==> src/rational_arithmetic_unit_core_defines.svh <==
// Assertion macros for the rational arithmetic unit.
// Used by the controller; no other dependencies.
`ifndef RATIONAL_ARITHMETIC_UNIT_CORE_DEFINES_SVH
`define RATIONAL_ARITHMETIC_UNIT_CORE_DEFINES_SVH
`ifndef SYNTHESIS
`define RAU_ASSERT_IMP(label, clk, rst_n, a, b) \
    label: assert property (@(posedge clk) disable iff (!rst_n) (a) |-> (b)) \
        else $error("rau assertion failed");
`define RAU_ASSERT_NXT(label, clk, rst_n, a, b) \
    label: assert property (@(posedge clk) disable iff (!rst_n) (a) |=> (b)) \
        else $error("rau assertion failed");
`else
`define RAU_ASSERT_IMP(label, clk, rst_n, a, b)
`define RAU_ASSERT_NXT(label, clk, rst_n, a, b)
`endif
`endif

==> src/rau_pkg.sv <==
// Shared types and constants for the rational arithmetic unit.
// No dependencies.
package rau_pkg;

    localparam int DEFAULT_OPERAND_WIDTH = 16;
    localparam int RES_NUM_W = 32;
    localparam int RES_DEN_W = 30;

    typedef enum logic [2:0] {
        OP_ADD = 3'd0,
        OP_SUB = 3'd1,
        OP_MUL = 3'd2,
        OP_DIV = 3'd3,
        OP_CMP = 3'd4
    } t_op;

    typedef enum logic [1:0] {
        MSEL_P1 = 2'd0,
        MSEL_P2 = 2'd1,
        MSEL_P3 = 2'd2
    } t_msel;

    typedef enum logic [3:0] {
        ST_IDLE,
        ST_MUL0,
        ST_MUL1,
        ST_MUL2,
        ST_PREP,
        ST_CHECK,
        ST_GCD,
        ST_DIVI,
        ST_DIV,
        ST_DONE
    } t_state;

    typedef struct packed {
        logic  load;
        logic  mul;
        t_msel mul_sel;
        logic  prep;
        logic  gcd_step;
        logic  div_init;
        logic  div_step;
        logic  emit;
    } t_cmd;

    typedef struct packed {
        logic short_path;
        logic gcd_done;
        logic div_done;
    } t_status;

endpackage

==> src/rau_ctrl.sv <==
// Controller state machine of the rational arithmetic unit.
// Depends on rau_pkg and the assertion macro header.
`include "rational_arithmetic_unit_core_defines.svh"

module rau_ctrl
    import rau_pkg::*;
(
    input  logic    i_clk,
    input  logic    i_rst_n,
    input  logic    start,
    input  t_status i_status,
    output t_cmd    o_cmd,
    output logic    busy
);

    t_state r_state;
    t_state n_state;

    always_ff @(posedge i_clk) begin
        if (!i_rst_n) begin
            r_state <= ST_IDLE;
        end else begin
            r_state <= n_state;
        end
    end

    always_comb begin
        n_state = r_state;
        unique case (r_state)
            ST_IDLE:  if (start) n_state = ST_MUL0;
            ST_MUL0:  n_state = ST_MUL1;
            ST_MUL1:  n_state = ST_MUL2;
            ST_MUL2:  n_state = ST_PREP;
            ST_PREP:  n_state = ST_CHECK;
            ST_CHECK: n_state = i_status.short_path ? ST_DONE : ST_GCD;
            ST_GCD:   if (i_status.gcd_done) n_state = ST_DIVI;
            ST_DIVI:  n_state = ST_DIV;
            ST_DIV:   if (i_status.div_done) n_state = ST_DONE;
            ST_DONE:  n_state = ST_IDLE;
            default:  n_state = ST_IDLE;
        endcase
    end

    always_comb begin
        o_cmd = '0;
        o_cmd.mul_sel = MSEL_P1;
        unique case (r_state)
            ST_IDLE:  o_cmd.load = start;
            ST_MUL0: begin
                o_cmd.mul = 1'b1;
                o_cmd.mul_sel = MSEL_P1;
            end
            ST_MUL1: begin
                o_cmd.mul = 1'b1;
                o_cmd.mul_sel = MSEL_P2;
            end
            ST_MUL2: begin
                o_cmd.mul = 1'b1;
                o_cmd.mul_sel = MSEL_P3;
            end
            ST_PREP:  o_cmd.prep = 1'b1;
            ST_CHECK: ;
            ST_GCD:   o_cmd.gcd_step = !i_status.gcd_done;
            ST_DIVI:  o_cmd.div_init = 1'b1;
            ST_DIV:   o_cmd.div_step = !i_status.div_done;
            ST_DONE:  o_cmd.emit = 1'b1;
            default:  ;
        endcase
    end

    assign busy = (r_state != ST_IDLE);

    `RAU_ASSERT_NXT(a_start_goes_busy, i_clk, i_rst_n, start && !busy, r_state == ST_MUL0)
    `RAU_ASSERT_NXT(a_done_to_idle, i_clk, i_rst_n, r_state == ST_DONE, r_state == ST_IDLE)
    `RAU_ASSERT_IMP(a_emit_once, i_clk, i_rst_n, o_cmd.emit, !o_cmd.div_step && !o_cmd.gcd_step)
    `RAU_ASSERT_IMP(a_short_skips, i_clk, i_rst_n,
        r_state == ST_CHECK && i_status.short_path, n_state == ST_DONE)

endmodule

==> src/rau_dp.sv <==
// Datapath of the rational arithmetic unit: multiplier, sign handling,
// binary gcd and two restoring dividers sharing one divisor. Uses rau_pkg.
module rau_dp
    import rau_pkg::*;
#(
    parameter int OPERAND_WIDTH = DEFAULT_OPERAND_WIDTH
) (
    input  logic                            i_clk,
    input  logic                            i_rst_n,
    input  t_cmd                            i_cmd,
    input  logic [2:0]                      i_opcode,
    input  logic signed [OPERAND_WIDTH-1:0] i_a_num,
    input  logic signed [OPERAND_WIDTH-1:0] i_a_den,
    input  logic signed [OPERAND_WIDTH-1:0] i_b_num,
    input  logic signed [OPERAND_WIDTH-1:0] i_b_den,
    output t_status                         o_status,
    output logic                            o_valid,
    output logic signed [RES_NUM_W-1:0]     o_res_num,
    output logic [RES_DEN_W-1:0]            o_res_den,
    output logic signed [1:0]               o_order,
    output logic                            o_zero_den
);

    localparam int W  = OPERAND_WIDTH;
    localparam int MW = 2 * W;
    localparam int SW = MW + 1;
    localparam int CW = $clog2(MW + 1);
    localparam int XW = (MW > RES_NUM_W) ? MW : RES_NUM_W + 1;

    logic [2:0]              r_op;
    logic signed [W-1:0]     r_an, r_ad, r_bn, r_bd;
    logic signed [MW-1:0]    r_p1, r_p2, r_p3;
    logic [MW-1:0]           r_num_mag, r_den_mag;
    logic                    r_num_neg, r_den_neg;
    logic signed [1:0]       r_order;
    logic [MW-1:0]           r_u, r_v;
    logic [CW-1:0]           r_k;
    logic [MW-1:0]           r_g;
    logic [MW-1:0]           r_qn, r_qd;
    logic [MW-1:0]           r_rn, r_rd;
    logic [CW-1:0]           r_cnt;
    logic                    r_valid;
    logic signed [RES_NUM_W-1:0] r_res_num;
    logic [RES_DEN_W-1:0]    r_res_den;
    logic signed [1:0]       r_res_order;
    logic                    r_res_zd;

    logic signed [W-1:0]     w_mx, w_my;
    logic signed [MW-1:0]    w_prod;
    logic signed [SW-1:0]    w_diff, w_sum, w_num;
    logic                    w_arith;
    logic [MW:0]             w_tn, w_td;
    logic [XW-1:0]           w_pmag, w_dx;
    logic                    w_pneg;
    logic signed [RES_NUM_W-1:0] w_pack;

    // operand pairs per product slot
    always_comb begin
        w_mx = r_an;
        w_my = r_bd;
        case (i_cmd.mul_sel)
            MSEL_P1: begin
                w_mx = r_an;
                w_my = (r_op == OP_MUL) ? r_bn : r_bd;
            end
            MSEL_P2: begin
                w_mx = r_bn;
                w_my = r_ad;
            end
            default: begin
                w_mx = r_ad;
                w_my = (r_op == OP_DIV) ? r_bn : r_bd;
            end
        endcase
    end

    assign w_prod = w_mx * w_my;

    assign w_diff = SW'(r_p1) - SW'(r_p2);
    assign w_sum  = SW'(r_p1) + SW'(r_p2);
    always_comb begin
        case (r_op)
            OP_ADD:  w_num = w_sum;
            OP_SUB:  w_num = w_diff;
            default: w_num = SW'(r_p1);
        endcase
    end

    assign w_arith = (r_op == OP_ADD) || (r_op == OP_SUB) || (r_op == OP_MUL)
                     || (r_op == OP_DIV);

    assign o_status.short_path = !w_arith || (r_num_mag == '0) || (r_den_mag == '0);
    assign o_status.gcd_done   = (r_u == '0) || (r_v == '0);
    assign o_status.div_done   = (r_cnt == '0);

    assign w_tn = {r_rn, r_qn[MW-1]};
    assign w_td = {r_rd, r_qd[MW-1]};

    always_ff @(posedge i_clk) begin
        if (i_cmd.load) begin
            r_op <= i_opcode;
            r_an <= i_a_num;
            r_ad <= i_a_den;
            r_bn <= i_b_num;
            r_bd <= i_b_den;
        end
        if (i_cmd.mul) begin
            case (i_cmd.mul_sel)
                MSEL_P1: r_p1 <= w_prod;
                MSEL_P2: r_p2 <= w_prod;
                default: r_p3 <= w_prod;
            endcase
        end
        if (i_cmd.prep) begin
            r_num_neg <= w_num[SW-1];
            r_num_mag <= w_num[SW-1] ? MW'(-w_num) : MW'(w_num);
            r_den_neg <= r_p3[MW-1];
            r_den_mag <= r_p3[MW-1] ? MW'(-r_p3) : MW'(r_p3);
            r_u       <= w_num[SW-1] ? MW'(-w_num) : MW'(w_num);
            r_v       <= r_p3[MW-1] ? MW'(-r_p3) : MW'(r_p3);
            r_k       <= '0;
            // flip the ordering when the denominators disagree in sign
            if (w_diff == '0) begin
                r_order <= 2'sd0;
            end else if (w_diff[SW-1] ^ r_ad[W-1] ^ r_bd[W-1]) begin
                r_order <= -2'sd1;
            end else begin
                r_order <= 2'sd1;
            end
        end
        if (i_cmd.gcd_step) begin
            if (!r_u[0] && !r_v[0]) begin
                r_u <= r_u >> 1;
                r_v <= r_v >> 1;
                r_k <= r_k + CW'(1);
            end else if (!r_u[0]) begin
                r_u <= r_u >> 1;
            end else if (!r_v[0]) begin
                r_v <= r_v >> 1;
            end else if (r_u >= r_v) begin
                r_u <= r_u - r_v;
            end else begin
                r_v <= r_v - r_u;
            end
        end
        if (i_cmd.div_init) begin
            r_g   <= (r_u | r_v) << r_k;
            r_qn  <= r_num_mag;
            r_qd  <= r_den_mag;
            r_rn  <= '0;
            r_rd  <= '0;
            r_cnt <= CW'(MW);
        end
        if (i_cmd.div_step) begin
            if (w_tn >= {1'b0, r_g}) begin
                r_rn <= MW'(w_tn - {1'b0, r_g});
                r_qn <= {r_qn[MW-2:0], 1'b1};
            end else begin
                r_rn <= w_tn[MW-1:0];
                r_qn <= {r_qn[MW-2:0], 1'b0};
            end
            if (w_td >= {1'b0, r_g}) begin
                r_rd <= MW'(w_td - {1'b0, r_g});
                r_qd <= {r_qd[MW-2:0], 1'b1};
            end else begin
                r_rd <= w_td[MW-1:0];
                r_qd <= {r_qd[MW-2:0], 1'b0};
            end
            r_cnt <= r_cnt - CW'(1);
        end
    end

    // numerator to pack: unreduced on a zero denominator, else the quotient
    always_comb begin
        if (r_den_mag == '0) begin
            w_pneg = r_num_neg;
            w_pmag = XW'(r_num_mag);
        end else begin
            w_pneg = r_num_neg ^ r_den_neg;
            w_pmag = XW'(r_qn);
        end
        if (w_pneg) begin
            if (w_pmag > XW'(64'h8000_0000)) begin
                w_pack = 32'sh8000_0000;
            end else begin
                w_pack = RES_NUM_W'(XW'(0) - w_pmag);
            end
        end else begin
            if (w_pmag > XW'(64'h7FFF_FFFF)) begin
                w_pack = 32'sh7FFF_FFFF;
            end else begin
                w_pack = w_pmag[RES_NUM_W-1:0];
            end
        end
    end

    assign w_dx = XW'(r_qd);

    always_ff @(posedge i_clk) begin
        if (!i_rst_n) begin
            r_valid <= 1'b0;
        end else begin
            r_valid <= i_cmd.emit;
        end
        if (i_cmd.emit) begin
            r_res_num   <= '0;
            r_res_den   <= '0;
            r_res_order <= 2'sd0;
            r_res_zd    <= 1'b0;
            if (r_op == OP_CMP) begin
                r_res_order <= r_order;
            end else if (w_arith) begin
                if (r_num_mag == '0) begin
                    r_res_den <= RES_DEN_W'(1);
                end else if (r_den_mag == '0) begin
                    r_res_num <= w_pack;
                    r_res_zd  <= 1'b1;
                end else begin
                    r_res_num <= w_pack;
                    r_res_den <= (w_dx > XW'(64'h3FFF_FFFF)) ? 30'h3FFF_FFFF
                                                             : w_dx[RES_DEN_W-1:0];
                end
            end
        end
    end

    assign o_valid    = r_valid;
    assign o_res_num  = r_res_num;
    assign o_res_den  = r_res_den;
    assign o_order    = r_res_order;
    assign o_zero_den = r_res_zd;

endmodule

==> src/rational_arithmetic_unit_core.sv <==
// Rational arithmetic unit: add, subtract, multiply, divide and compare of
// two signed fractions, with the result reduced by the gcd.
// Raise start with opcode and operands on i_opcode, i_a_num, i_a_den,
// i_b_num and i_b_den; the item is taken at the edge where start is high
// and busy is low. busy stays high until the result is produced.
// The result appears on o_res_num, o_res_den, o_order and o_zero_den for
// exactly one cycle with o_valid high; the receiver must take it then, as
// it cannot stall the block. A new item may be started in that same cycle.
// Compare, invalid opcodes, zero numerators and zero denominators take the
// short path (three products on one shared multiplier, sign handling,
// check, output register). Otherwise add the binary gcd, one step per
// cycle, the divider set-up state and the restoring division, which forms
// both quotients in parallel. For a reduced result the gcd loop and the
// bit-serial divider set the time.
// Synchronous reset returns the controller to idle and clears o_valid.
module rational_arithmetic_unit_core
    import rau_pkg::*;
#(
    parameter int OPERAND_WIDTH = DEFAULT_OPERAND_WIDTH
) (
    input  logic                            i_clk,
    input  logic                            i_rst_n,
    input  logic                            start,
    output logic                            busy,
    input  logic [2:0]                      i_opcode,
    input  logic signed [OPERAND_WIDTH-1:0] i_a_num,
    input  logic signed [OPERAND_WIDTH-1:0] i_a_den,
    input  logic signed [OPERAND_WIDTH-1:0] i_b_num,
    input  logic signed [OPERAND_WIDTH-1:0] i_b_den,
    output logic                            o_valid,
    output logic signed [RES_NUM_W-1:0]     o_res_num,
    output logic [RES_DEN_W-1:0]            o_res_den,
    output logic signed [1:0]               o_order,
    output logic                            o_zero_den
);

    t_cmd    w_cmd;
    t_status w_status;

    rau_ctrl u_ctrl (
        .i_clk    (i_clk),
        .i_rst_n  (i_rst_n),
        .start    (start),
        .i_status (w_status),
        .o_cmd    (w_cmd),
        .busy     (busy)
    );

    rau_dp #(
        .OPERAND_WIDTH (OPERAND_WIDTH)
    ) u_dp (
        .i_clk      (i_clk),
        .i_rst_n    (i_rst_n),
        .i_cmd      (w_cmd),
        .i_opcode   (i_opcode),
        .i_a_num    (i_a_num),
        .i_a_den    (i_a_den),
        .i_b_num    (i_b_num),
        .i_b_den    (i_b_den),
        .o_status   (w_status),
        .o_valid    (o_valid),
        .o_res_num  (o_res_num),
        .o_res_den  (o_res_den),
        .o_order    (o_order),
        .o_zero_den (o_zero_den)
    );

endmodule
==> config.mk <==
export PLATFORM = sky130hd
export DESIGN_NAME = rational_arithmetic_unit_core
export DESIGN_NICKNAME = d
export VERILOG_FILES = /design/src/rau_pkg.sv /design/src/rau_ctrl.sv /design/src/rau_dp.sv /design/src/rational_arithmetic_unit_core.sv
export VERILOG_INCLUDE_DIRS = /design/src /design/src/src
export SDC_FILE = /design/constraint.sdc
export NUM_CORES = 2
export LEC_CHECK = 0
export ABC_AREA = 1
export BUFFER_PORTS_ARGS = -buffer_cell sky130_fd_sc_hd__buf_2
export CORE_MARGIN = 2
export CORE_UTILIZATION = 40
export CTS_BUF_LIST = sky130_fd_sc_hd__clkbuf_2 sky130_fd_sc_hd__clkbuf_4 sky130_fd_sc_hd__clkbuf_8
export CTS_CLUSTER_DIAMETER = 150
export DETAILED_ROUTE_END_ITERATION = 10
export PLACE_DENSITY = 0.62
export SYNTH_ARGS = -nofsm -noshare
export SYNTH_HDL_FRONTEND = slang
export SYNTH_SLANG_ARGS = --single-unit
==> constraint.sdc <==
create_clock -name i_clk -period 9.8 [get_ports i_clk]
set_input_delay 0.49 -clock i_clk [delete_from_list [all_inputs] [get_ports i_clk]]
set_output_delay 0.49 -clock i_clk [all_outputs]
set_load 0.005 [all_outputs]
==> results by group <==
Global routing
  – Global Route met1 Usage: 39.6%
  – GR peak layer: met2
  – Gr ovfl total: 0
  – Vias in the first global route: approximately 43,000
  – Met3 Use GR: 4.37%
  – Total Routing Usage GR: 28.1%
  – Largest net degree at the start of global routing: 105
  – Met2 GRT Util: 43.0%
  – First-pass GRT wire length: 268,000 µm
  – Antenna violations before repair: 9

Routing
  – Drt via density: between 5 and 6
  – Iteration-0 DRC count of the detailed router: 4,391
  – Routed WL: 179,000 µm
  – Antenna-violating nets left: 0
  – Number of remaining DRC errors: 0
  – Wire per inst: 21.7 µm
  – Via Count: 44,700
  – Drt pass-1 iters: 6

Hold path
  – Tightest Hold Check Type: input port to register

Synthesis
  – Yosys top cell area share: 28.3%
  – Synth Warn #: 0
  – Cells after synthesis: 6,366
  – Top FF cell, synth: edfxtp_1
  – Synth Net Count: 7,015
  – Distinct cells, synth: 65
  – Synth async-reset ratio: 0%
  – Top cell type by total area after synthesis: edfxtp_1
  – Sequential share of the synthesized area: 31.4%
  – Top post-synthesis cells by area: edfxtp_1 28%, fa_1 11%, nand2_1 9.7%
  – Mean Syn Cell Area: 7.69 µm²
  – EDFF count, synth: 462
  – Cell Area, Synth: 0.0490 mm²
  – Synth Register Bits: between 500 and 600

Layout
  – NumNets Final: 7,176
  – Area grow syn2layout: 10.5%
  – # fillers: approximately 12,000
  – Layout cells sized above 1: 7.64%

Clock network
  – Clock latency on the worst-skew pair: 0.87 ns
  – Inserted Clock Buffers: between 90 and 100
  – CTS sink cnt: 537
  – Postcts setup bufs: 0
  – Post-CTS Resized: 0
  – CTS max path bufs: 3
  – CTS tree: done
  – H-tree depth: 3
  – Clock root cell: clkbuf_8
  – Clock transition at the registers of the reported paths: 0.06 ns

Die
  – Die ar.: between 0.1 and 0.15 mm²
  – Die Ht: 354 µm
  – Row count: around 130
  – Core area: about 0.12 mm²
  – Die W: 354 µm
  – Io pins: about 140
  – Initial Util: 40.2%

Timing
  – Clock skew: a little over 0.09 ns
  – Final Hold Vio Count: 0
  – Max Slew Vio Count: 0
  – Final min period: approximately 9.2 ns
  – Setup Total Neg Slack: 0 ns
  – Fin crit share: 94.1%
  – Slew @ Worst Pin: 1.25 ns
  – # setup viols final: 0
  – Max Clk Rate: 0.108 GHz
  – RSZ-0062 raised after global routing: no
  – Slew HR: 17.0%

Worst setup path
  – WP data arrival: ~9.8 ns
  – CP most frequent cell: fa_1
  – WS Path Type: register to register
  – CP max stage delay: approximately 0.52 ns
  – Slowest CP cell: fa_1
  – Worst Path Required: 10.33 ns
  – Worst-path fanout max: 27
  – Critical Path End Type: register
  – Worst setup SP type: register

Place
  – Placer Congestion: 1.01
  – Port Buf Inserts: 136
  – DPL Wire Length: about 140,000 µm

Flow run
  – Max-Cap Viols: 0

Outcome
  – Status: finished clean
-- per-stage QoR --
stage               utilization (%)  instance area [µm²]  std cells  worst slack [ns]  hold WS, ns
finish                         44.5                54100       8234             0.576        0.206
floorplan                         -                49000       6366              1.26        0.424
global placement               42.2                51400       7984             0.842        0.463
CTS                            44.5                54100       8232             0.665        0.127
detailed placement             42.2                51400       7984             0.760        0.472
global route                   44.5                54100       8233            0.0386        0.213
-- placed cells by master (no fill, tap or decap), drive strengths merged, types with 199 or more instances in the layout --
| cell | instances |
|---|---|
| inv | 1118 |
| fa | 268 |
| nand2 | 1278 |
| nor2 | 652 |
| a21oi | 473 |
| o21ai | 552 |
| ha | 311 |
| edfxtp | 462 |
| buf | 199 |
| nand3 | 289 |
-- final cells by class --
class	instances	area [µm²]	area share, %
repair buffers	267	1830	3.39
well taps	1625	2030	3.76
clock buffers	133	1670	3.08
multi-input cells	4498	28600	52.8
flip-flops and latches	537	15400	28.4
clock inverters	47	430	0.795
diodes	2	5.00	0.00924
inverters	1125	4230	7.81
-- cell families (layout without fill, tap and decap cells) --
group,count (synthesis),in the layout,share of synthesized area (%)
other cells,0,2,0
xor+xnor,205,205,3.68
mux,16,16,0.327
flops,537,537,31.4
compound gates,1280,1280,14.8
buf+inv,1331,1572,10.5
fa+ha+maj,579,579,18.9
simple gates,2418,2418,20.5
-- final timing paths --
check | startpoint | end | slack [ns] | cells after the start
worst max-delay path | u_ctrl.r_state[2] | u_dp.r_p1[31] | 0.58 | 33
worst max register to register | u_ctrl.r_state[2] | u_dp.r_p1[31] | 0.58 | 33
worst min-delay path | start | u_ctrl.r_state[0] | 0.21 | 3
worst min register to register | u_dp.r_p3[0] | u_dp.r_den_mag[0] | 0.48 | 0
-- synth_stat cells (66+ instances only) --
master,instances
inv_1,1101
clkbuf_1,153
o21ai_0,515
edfxtp_1,462
dfxtp_1,75
xor2_1,137
nor2_1,633
xnor2_1,67
a21oi_1,466
fa_1,268
nand4_1,66
ha_1,311
nand2_1,1269
nand3_1,280
-- routing by layer --
metal / share of wire (%) / routed length [µm]
met3: 7.4 / 13300
met4: 4.3 / 7720
met1: 45 / 80600
met5: 0 / 0
met2: 43 / 77300
-- what timing repair did --
action,CTS,global route
endpoints found under the setup margin,0,0
hold endpoints to repair,71,0
hold buffers,68,0
-- state kept, by name (all words and copies together), names as in the netlist, 32 cells and up --
name and flops:
u_dp.o_res_num 32, u_dp.r_den_mag 32, u_dp.r_g 32, u_dp.r_num_mag 32, u_dp.r_p1 32, u_dp.r_p2 32
u_dp.r_p3 32, u_dp.r_qd 32, u_dp.r_qn 32, u_dp.r_rd 32, u_dp.r_rn 32, u_dp.r_u 32
u_dp.r_v 32
-- worst max-delay path: cells and delay by family (launching register included) --
kind / cells / cell delay [ns]
and+or+nand+nor: 8 / 1.82
DFF: 1 / 0.34
AOI/OAI and AO/OA: 8 / 1.64
adders and majority gates: 7 / 3.33
buffers and inverters: 9 / 1.58
xor gates and xnor gates: 1 / 0.17
Power is not shown: default switching activity piles up to over one toggle a cycle in this logic, so the estimate is an artifact.
